<file path="config.mk">
export PLATFORM = sky130hd
export DESIGN_NAME = bcp_div
export DESIGN_NICKNAME = d
export VERILOG_FILES = /design/src/bcp_div.sv
export SDC_FILE = /design/constraint.sdc
export NUM_CORES = 1
export LEC_CHECK = 0
export ABC_AREA = 1
export BUFFER_PORTS_ARGS = -buffer_cell sky130_fd_sc_hd__buf_2
export CORE_ASPECT_RATIO = 1.1
export CORE_MARGIN = 2
export CORE_UTILIZATION = 25
export DETAILED_ROUTE_END_ITERATION = 7
export GPL_TIMING_DRIVEN = 0
export PLACE_DENSITY = 0.41
export SETUP_SLACK_MARGIN = 0.1
export SYNTH_ARGS = -nofsm -noshare
export SYNTH_HDL_FRONTEND = slang
export SYNTH_SLANG_ARGS = --single-unit
</file>
<file path="constraint.sdc">
create_clock -name clk_i -period 2 [get_ports clk_i]
set_input_delay 0.4 -clock clk_i [delete_from_list [all_inputs] [get_ports clk_i]]
set_output_delay 0.4 -clock clk_i [all_outputs]
set_load 0.005 [all_outputs]
</file>
<file path="src/bcp_div.sv">
module bcp_div (
  input  logic        clk_i,
  input  logic        rst_ni,
  input  logic        start_i,
  input  logic [23:0] num_i,
  input  logic [15:0] den_i,
  output logic        busy_o,
  output logic [15:0] quo_o
);

  logic [4:0]  cnt_q, cnt_d;
  logic [23:0] quo_q, quo_d;
  logic [16:0] rem_q, rem_d;
  logic [16:0] trial;

  // restoring divider, one quotient bit a cycle
  always_comb begin
    cnt_d = cnt_q;
    quo_d = quo_q;
    rem_d = rem_q;
    trial = '0;
    if (start_i) begin
      cnt_d = 5'd24;
      quo_d = num_i;
      rem_d = '0;
    end else if (cnt_q != 5'd0) begin
      trial = {rem_q[15:0], quo_q[23]};
      quo_d = {quo_q[22:0], 1'b0};
      if (trial >= {1'b0, den_i}) begin
        rem_d = trial - {1'b0, den_i};
        quo_d[0] = 1'b1;
      end else begin
        rem_d = trial;
      end
      cnt_d = cnt_q - 5'd1;
    end
  end

  always_ff @(posedge clk_i or negedge rst_ni) begin
    if (!rst_ni) begin
      cnt_q <= '0;
    end else begin
      cnt_q <= cnt_d;
    end
  end

  always_ff @(posedge clk_i) begin
    quo_q <= quo_d;
    rem_q <= rem_d;
  end

  assign busy_o = (cnt_q != 5'd0);
  assign quo_o  = quo_q[15:0];

endmodule

</file>
==> qor.yml, run 1 <==
detailed_routing:
  drt_iter0_markers: 106
  num_vias: 3003
  wire_per_inst_um: 12.3
  final_antenna_net_count: 0
  dr.pass1.iters: 4
  avgViaCountPerCell: 4.28
  routed_wl_mm: 8.60
  drc: 0
worst_setup_path:
  cp_slowest_stage_delay_ps: 340
  cpLargestDelayFamily: "simple AND/OR/NAND/NOR gates"
  cp.arrival_ps: 1970
  critical_path_buf_inv_count: 1
  crit_cells: 11
  path_cells: "ha_4, nand2_2, nor2_4, nand2_1, o21ai_2, nor2_4, nand2_4, clkbuf_16, nand3_1, nand2_1, nand2_1"
  cp_slowest_cell: "dfxtp_2"
  path_common_cell: "nand2_1"
  criticalPathCategory: "reg2reg"
  worst_ep_required_time_ps: 2190
  crit_path_max_fanout: 5
  critPathLaunchType: "flop"
  reg2reg_depth: 11
  endpoint_kind: "flop"
synthesis:
  synth_compound_area_frac: 0.0525
  netlist.area_leader.share: 0.222
  synth_flop_cell: "edfxtp_1"
  yosysMostFrequentCell: "nand2_1"
  syn-num-nets: 528
  synthAdderAreaFrac: 0.0757
  synthTopCellsByCount: "nand2_1, inv_1, nand3_1, edfxtp_1"
  synth_top_family_by_area: "simple AND/OR/NAND/NOR gates"
  synth-seq-area-share: 0.360
  ys_types: 35
  yosys.area_share.simple: 0.352
  postSynth.asyncResetShare: 0.111
  ys_ff_latch: 45
  synth_mux_area_frac: 0
  synthCells: 466
  synthTopCellsByArea: "edfxtp_1, nand2_1, dfxtp_1, inv_1, ha_1"
  ys_warn_count: 0
  postSynthAreaPerCell_sq_um: 6.95
  synth_xor_area_frac: 0.0189
  synth_edf_count: 24
  yosysTopAreaCell: "edfxtp_1"
  synth_area_sq_um: 3240
clock_tree:
  cts_made_buffers: 5
  clockRootBuffer: "clkbuf_16"
  clk_path_buf_depth: 2
  path_clk_slew_ps: 70
  clk_latency_ps: 290
  tritoncts: "built"
  clkSinkCount: 45
  cts_max_level: 2
hold_path:
  hp-class: "in2reg"
  worst_hold_path.num_cells: 3
final_layout:
  drive_gt1_frac: 0.285
  stdcell_count: 701
  fill_cells: 1422
  diodes: 0
  final_net_count: 605
  area_growth_pct: 31.9
sta:
  setup_viol: 0
  max_slew_margin: 0.707
  grt_setup_unrepaired: "no"
  period_share: 0.891
  skew_ps: 8.29
  fin_crit_ps: 1780
  hold_violations: 0
  max_freq_ghz: 0.561
  report.final.slew_viol_count: 0
  tightest_slew_ps: 440
  worst_slack_ps: 218
global_routing:
  track_usage: 0.125
  grt_max_degree: 34
  grt_pass1_wl_mm: 13.8
  grt_pass1_vias: 2898
  gr-total-overflow: 0
  antenna_found_initial: 0
placed_design:
  dp_cells: 681
  dpl.hpwl_mm: 6.33
  place.gp.congestion: 0.785
  dp_slack_ps: -284
  io_buffers: 58
pwr:
  powerDensity_nw_per_um2: 1060
  ir_worst_vdd_mv: 0.447
  leakagePower_nw: 2.18
flow_run:
  cap_violations: 0
die:
  die_h_um: 123
  dieArea_sq_um: 13900
  rows: 43
  ios: 60
  initial_utilization: 0.256
  fp.dieW_um: 113
  core_area_sq_um: 12600
status:
  status: "completed"
## area by class of cell
type | count | area (sq um) | area share
plain buffers | 27 | 216 | 0.0506
clock buffers | 5 | 125 | 0.0293
clock inverters | 3 | 25.0 | 0.00585
inverters | 73 | 274 | 0.0641
multi-input cells | 321 | 1840 | 0.431
flip-flops and latches | 45 | 1170 | 0.274
well taps | 157 | 196 | 0.0460
repair buffers | 70 | 422 | 0.0987
## kinds of logic (layout without fill, tap and decap cells)
| kind of cell | count (synthesis) | in the layout |
|---|---|---|
| compound gates | 31 | 31 |
| xor+xnor | 7 | 7 |
| fa+ha+maj | 19 | 19 |
| buf+inv | 100 | 178 |
| flops | 45 | 45 |
| simple gates | 264 | 264 |
## cells in the final DEF, fill, tap and decap left out, types with 2 or more instances in the layout
cell,synthesis,layout
clkbuf_16,0,7
nand3b_1,6,6
inv_2,5,6
a21oi_2,0,2
nand3_1,41,38
nand3_2,1,4
nor2_4,3,4
ha_1,18,4
clkbuf_1,4,4
a21oi_1,13,11
xnor2_1,5,5
dfrtp_1,5,5
o21ai_1,8,8
nand2_1,182,174
nor2_1,14,12
buf_6,1,4
nand2_2,4,11
nor3_1,4,4
nor2_2,3,4
ha_4,0,13
nand4_1,3,3
dfxtp_2,0,5
edfxtp_1,24,24
o21ai_0,4,4
dfxtp_1,16,11
buf_4,18,24
xor2_1,2,2
nand2_4,2,3
buf_2,4,59
inv_1,67,66
## worst paths after layout
kind | slack (ps) | start | to
max | 220 | rem_q[6] | rem_q[15]
min | 380 | num_i[15] | quo_q[15]
max reg2reg | 220 | rem_q[6] | rem_q[15]
min reg2reg | 480 | rem_q[13] | rem_q[13]
max in group asynchronous | 1410 | rst_ni | cnt_q[4]
min in group asynchronous | 450 | rst_ni | cnt_q[3]
## registers in the layout, indices dropped and copies added (netlist names)
| name | flops |
|---|---|
| quo_q | 24 |
| cnt_q | 5 |
| rem_q | 16 |
## power breakdown
group	switching [mW]	leakage [nW]	total (mW)	internal [mW]
sequential	0.142	0.455	1.32	1.18
clock	0.384	0.0704	0.854	0.470
combinational	1.28	1.66	2.37	1.09
## metrics by stage
step / setup TNS (ps) / power [mW] / utilization / instance area (sq um) / hold WS [ps]
finish: 0 / 4.54 / 0.338 / 4270 / 379
global route: 0 / 4.96 / 0.338 / 4270 / 380
floorplan: 0 / 2.78 / - / 3240 / 104
global placement: -6000 / 3.27 / 0.295 / 3730 / 223
detailed placement: -5830 / 3.27 / 0.295 / 3730 / 225
CTS: 0 / 4.34 / 0.318 / 4020 / 375
## per-layer routing
metal	GRT usage	share of wire	vias to the layer above
met2	0.226	0.49	60
met1	0.156	0.46	1337
met3	0.0221	0.041	6
li1	-	-	1600
met5	0	0	-
met4	0.0297	0.0084	0
## what timing repair did
item                                    CTS  global route
endpoints found under the setup margin   41            42
setup buffers                             4             5
cloned                                    0             2
resized for setup                        15            37
hold endpoints to repair                  5             0
pin swaps                                 2             6
hold buffers                              1             0
## worst min-delay path: stages
cell	delay, ps
buf_2	80
nand2_1	40
nand2_1	50
No activity file was read; power rests on OpenSTA's default activity.
==> run 2, diff against run 1 <==
- RECOVER_POWER: not set -> 50
==> run 2 against run 1 <==
- worst hold slack about the same
- maximum frequency up 0.17%
- register-to-register slack barely moved
- non-clock buffer count unchanged
- clock power about the same
- via count about the same
- cell count unchanged
- sequential share of layout area about the same
- combinational power hardly changed
- routed wire length grew 0.10%
- sequential power barely moved
- critical path type unchanged
- largest cell class unchanged
- highest routed layer unchanged
==> qor.yml, run 2 (synthesis gave the netlist of run 1 again) <==
worst_setup_path:
  crit_path_max_fanout: 5
  worst_ep_required_time_ps: 2190
  crit_start: "rem_q[6]"
  path_common_cell: "nand2_1"
  r2r_end: "rem_q[15]"
  critPathLaunchType: "flop"
  cp_slowest_stage_delay_ps: 340
  path_cells: "ha_4, nand2_2, nor2_4, nand2_1, o21ai_2, nor2_4, nand2_4, clkbuf_16, nand3_1, nand2_1, nand2_1"
  endpoint_kind: "flop"
  r2r_setup_slack_ps: 220
  cp_slowest_cell: "dfxtp_2"
  reg2reg_depth: 11
  r2r-start: "rem_q[6]"
  cp-endpoint: "rem_q[15]"
  cp.arrival_ps: 1970
  criticalPathCategory: "reg2reg"
final_layout:
  final_common_cell: "nand2_1"
  layout_common_cells: "nand2_1, inv_1, buf_2"
  final_util: 0.338
  reg.largest.list: "quo_q x24, rem_q x16, cnt_q x5"
  max_flop_register: "quo_q"
  multiInputGateArea_sq_um: 1840
  stdcell_count: 701
  drive_gt1_frac: 0.281
  fill_cells: 1424
  final_net_count: 605
  seqCellArea_sq_um: 1170
  fin_area_sq_um: 4270
  largest_reg_flops: 24
  area_growth_pct: 31.9
  diodes: 0
placed_design:
  dp_cells: 681
  post_dp_cell_area_sq_um: 3730
  io_buffers: 58
  place.gp.congestion: 0.785
  dpl.hpwl_mm: 6.33
detailed_routing:
  drt_iter0_markers: 100
  wire_per_inst_um: 12.3
  final_antenna_net_count: 0
  dr.pass1.iters: 6
  avgViaCountPerCell: 4.29
  routed_wl_mm: 8.61
  num_vias: 3006
  drc: 0
die:
  dieArea_sq_um: 13900
  initial_utilization: 0.256
  fp.dieW_um: 113
  die_h_um: 123
  core_area_sq_um: 12600
  rows: 43
  ios: 60
clock_tree:
  cts_made_buffers: 5
  path_clk_slew_ps: 70
  cts_max_level: 2
  clockRootBuffer: "clkbuf_16"
  clk_latency_ps: 290
  clkSinkCount: 45
  clk_path_buf_depth: 2
  tritoncts: "built"
pwr:
  powerDensity_nw_per_um2: 1060
  leakagePower_nw: 2.17
  ir_worst_vdd_mv: 0.447
status:
  status: "completed"
global_routing:
  grt_pass1_wl_mm: 13.8
  track_usage: 0.125
  grt_pass1_vias: 2898
  antenna_found_initial: 0
  gr-total-overflow: 0
  grt_max_degree: 34
flow_run:
  cap_violations: 0
sta:
  grt_setup_unrepaired: "no"
  fin_crit_ps: 1780
  report.final.slew_viol_count: 0
  max_slew_margin: 0.653
  max_freq_ghz: 0.562
  setup_viol: 0
  hold_violations: 0
  skew_ps: 7.48
  hold_ws_ps: 379
  tightest_slew_ps: 521
  period_share: 0.890
hold_path:
  hp-class: "in2reg"
[run 2: routing by layer]
layer  GRT usage  wire (um)  vias up  share of wire
met5           0          0        -              0
met4      0.0297         74        0         0.0086
met3      0.0221        334        6          0.039
met2       0.226       4180       59           0.49
met1       0.156       4020     1341           0.47
li1            -          -     1600              -
[run 2: metrics by stage]
| step | TNS, ps | worst slack, ps | power, mW |
|---|---|---|---|
| final | 0 | 221 | 4.54 |
| after global routing | 0 | 69.7 | 4.95 |
| after CTS | 0 | 76.5 | 4.34 |
| after detailed placement | -5830 | -284 | 3.27 |
| after global placement | -6000 | -290 | 3.27 |
| after floorplan | 0 | 175 | 2.78 |
[run 2: cell type report]
class                      count  area share
sequential                    45       0.274
timing repair buffer          70      0.0984
clock inverter                 3     0.00586
buffer                        27      0.0504
tap                          157      0.0460
inverter                      73      0.0641
multi-input combinational    321       0.431
clock buffer                   5      0.0293
[run 2: what timing repair did]
action	CTS	global route
gates resized for setup	15	37
setup endpoints to repair	41	42
pin swaps	2	6
hold buffers	1	0
cloned	0	2
buffers inserted	4	5
hold endpoints to repair	5	0
[run 2: power breakdown]
group | total [mW] | internal (mW) | switching (mW) | leakage, nW
Combinational | 2.36 | 1.08 | 1.28 | 1.65
Sequential | 1.32 | 1.18 | 0.141 | 0.455
Clock | 0.854 | 0.470 | 0.383 | 0.0704
[run 2: worst min-delay path by stage]
stage,start,depth (start not counted),slack (ps),end
2_1_floorplan,rst_ni,0,100,cnt_q[0]
3_3_place_gp,rst_ni,1,220,cnt_q[3]
3_5_place_dp,rst_ni,1,230,cnt_q[3]
4_1_cts,num_i[15],3,370,quo_q[15]
5_1_grt,num_i[15],3,380,quo_q[15]
6_report,num_i[15],3,380,quo_q[15]
[run 2: critical path, delay by kind of cell (launching register included)]
family	cells	cell delay (ps)
buf+inv	1	150
fa+ha+maj	1	300
simple gates	8	710
compound gates	1	170
flops	1	340
==> run 3, diff against run 2 <==
- ABC_AREA: 1 -> 0
==> run 3 against run 2 <==
- the run now ends with negative setup slack left
- area after synthesis is 3.1% lower
- design area rose by 6.5%
- sequential share of layout area down 1.5 points
- clock-buffer cell count stayed put
- combinational power rose by 34%
- via count decreased by 15%
- worst hold slack gained 28 ps
- register-to-register slack got worse by 390 ps
- maximum frequency down 18%
- first-iteration DRC count rose by 12%
- clock skew grew 5.4 ps
- critical endpoint is now rem_q[14]
- highest routed layer unchanged
==> qor.yml, run 3 <==
clock_tree:
  clockRootBuffer: "clkbuf_16"
  cts_max_level: 2
  cts_made_buffers: 5
  clkSinkCount: 45
  clk_path_buf_depth: 2
  clk_latency_ps: 290
  tritoncts: "built"
  path_clk_slew_ps: 70
synthesis:
  synth-seq-area-share: 0.371
  yosys.area_share.simple: 0.134
  synth_mux_area_frac: 0.0988
  synthTopCellsByCount: "nor2_1, edfxtp_1, mux2_2, a21oi_1, inv_1"
  synthAdderAreaFrac: 0.0781
  postSynth.asyncResetShare: 0.111
  synthCells: 308
  synth_xor_area_frac: 0.0251
  postSynthAreaPerCell_sq_um: 10.2
  synth_flop_cell: "edfxtp_1"
  syn-num-nets: 370
  synth_area_sq_um: 3140
  synth_compound_area_frac: 0.205
  ys_ff_latch: 45
  synth_edf_count: 24
  ys_warn_count: 0
  synthTopCellsByArea: "edfxtp_1, dfxtp_1, mux2_2, ha_1, dfrtp_1"
  yosysTopAreaCell: "edfxtp_1"
  synth_top_family_by_area: "compound AO/OA/AOI/OAI gates"
  yosysMostFrequentCell: "nor2_1"
  ys_types: 68
  netlist.area_leader.share: 0.230
detailed_routing:
  drt_iter0_markers: 112
  dr.pass1.iters: 4
  avgViaCountPerCell: 4.51
  final_antenna_net_count: 0
  drc: 0
  routed_wl_mm: 8.26
  wire_per_inst_um: 14.5
  num_vias: 2564
final_layout:
  max_flop_register: "quo_q"
  final_common_cell: "buf_2"
  fin_area_sq_um: 4550
  reg.largest.list: "quo_q x24, rem_q x16, cnt_q x5"
  diodes: 0
  drive_gt1_frac: 0.559
  multiInputGateArea_sq_um: 2040
  layout_common_cells: "buf_2, buf_4, edfxtp_1"
  largest_reg_flops: 24
  seqCellArea_sq_um: 1180
  final_net_count: 476
  area_growth_pct: 45.0
  fill_cells: 1197
status:
  status: "complete, but fails checks"
  violations: "negative setup slack"
placed_design:
  post_dp_cell_area_sq_um: 3860
  place.gp.congestion: 0.759
  dpl.hpwl_mm: 5.85
  io_buffers: 58
global_routing:
  grt_pass1_vias: 2491
  grt_max_degree: 17
  antenna_found_initial: 0
  grt_pass1_wl_mm: 13.0
  gr-total-overflow: 0
  track_usage: 0.120
sta:
  fin_setup_tns_ps: -1520
  fin_crit_ps: 2170
  hold_ws_ps: 407
  setup_viol: 17
  hold_violations: 0
  worst_slack_ps: -173
  report.final.slew_viol_count: 0
  skew_ps: 12.9
  grt_setup_unrepaired: "yes"
  max_freq_ghz: 0.460
  period_share: 1.09
  max_slew_margin: 0.533
  tightest_slew_ps: 700
flow_run:
  cap_violations: 0
worst_setup_path:
  criticalPathCategory: "reg2reg"
  crit_path_max_fanout: 4
  critPathLaunchType: "flop"
  endpoint_kind: "flop"
  cp.arrival_ps: 2400
  r2r_setup_slack_ps: -170
  worst_ep_required_time_ps: 2230
pwr:
  comb_power_share: 0.579
  p_switching_mw: 2.06
  leakagePower_nw: 1.87
  ir_worst_vdd_mv: 0.441
  p_total_mw: 5.45
  powerDensity_nw_per_um2: 1200
  clkPwrFrac: 0.156
  switching_share: 0.377
  seq_power_share: 0.265
  cellInternalPower_mw: 3.40
die:
  dieArea_sq_um: 13500
  ios: 60
  initial_utilization: 0.259
  die_h_um: 122
  rows: 42
  core_area_sq_um: 12100
  fp.dieW_um: 111
hold_path:
  hp-class: "in2reg"
-- run 3: worst max-delay path, stage by stage (launching register included) --
cell	delay, ps
edfxtp_1	390
inv_2	90
ha_4	130
fa_2	230
nor2b_4	50
o31a_1	270
o31a_4	330
a21oi_4	170
o2111ai_1	120
and4_1	210
o21ai_1	120
-- run 3: what timing repair did --
| action | in CTS | in global routing |
|---|---|---|
| setup buffers | 22 | 14 |
| gates resized for setup | 33 | 17 |
| cloned | 2 | 2 |
| setup endpoints to repair | 44 | 44 |
| hold buffers | 1 | 0 |
| pin swaps | 24 | 17 |
| endpoints found under the hold margin | 5 | 0 |
-- run 3: metrics by stage --
stage / utilization / cells / setup WS, ps
2_1_floorplan: - / 308 / -39.7
3_3_place_gp: 0.318 / 520 / -653
3_5_place_dp: 0.318 / 520 / -688
4_1_cts: 0.357 / 553 / -195
5_1_grt: 0.375 / 569 / -271
6_report: 0.375 / 569 / -173
-- run 3: area by class of cell --
cell class              instances  area share
plain buffers                  27      0.0454
inverters                      23      0.0214
clock buffers                   5      0.0275
clock inverters                 3     0.00550
flip-flops and latches         45       0.259
multi-input cells             213       0.448
well taps                     154      0.0423
repair inverters                1     0.00165
repair buffers                 98       0.149
-- run 3: path summary, 6_finish.rpt --
path                            startpoint         to  cells after the start
max in group asynchronous           rst_ni   cnt_q[4]                      2
worst max-delay path             quo_q[23]  rem_q[14]                     10
min in group asynchronous           rst_ni   cnt_q[0]                      2
worst max register to register   quo_q[23]  rem_q[14]                     10
worst min-delay path             num_i[17]  quo_q[17]                      2
worst min register to register   rem_q[14]  rem_q[14]                      2
-- run 3: power by group through the flow --
stage | clock network [mW] | registers (mW) | logic (mW)
floorplan | 0 | 1.37 | 1.97
CTS | 0.882 | 1.44 | 2.94
finish | 0.850 | 1.45 | 3.16
global placement | 0 | 1.45 | 2.46
detailed placement | 0 | 1.44 | 2.44
global route | 0.917 | 1.48 | 3.43
-- run 3: logic make-up (layout without fill, tap and decap cells) --
group / after synthesis / in the layout
buffers and inverters: 50 / 157
adder cells (fa/ha/maj): 19 / 19
AND/OR/NAND/NOR: 77 / 77
flip-flops: 45 / 45
XOR/XNOR: 9 / 9
multiplexers: 28 / 28
AO/OA/AOI/OAI: 80 / 80
-- run 3: metal layers --
| layer | vias up | track usage | routed length [um] |
|---|---|---|---|
| met4 | 0 | 0.0281 | 81 |
| met2 | 63 | 0.207 | 4000 |
| met5 | - | 0 | 0 |
| met3 | 6 | 0.0230 | 332 |
| met1 | 1177 | 0.155 | 3840 |
| li1 | 1318 | - | - |
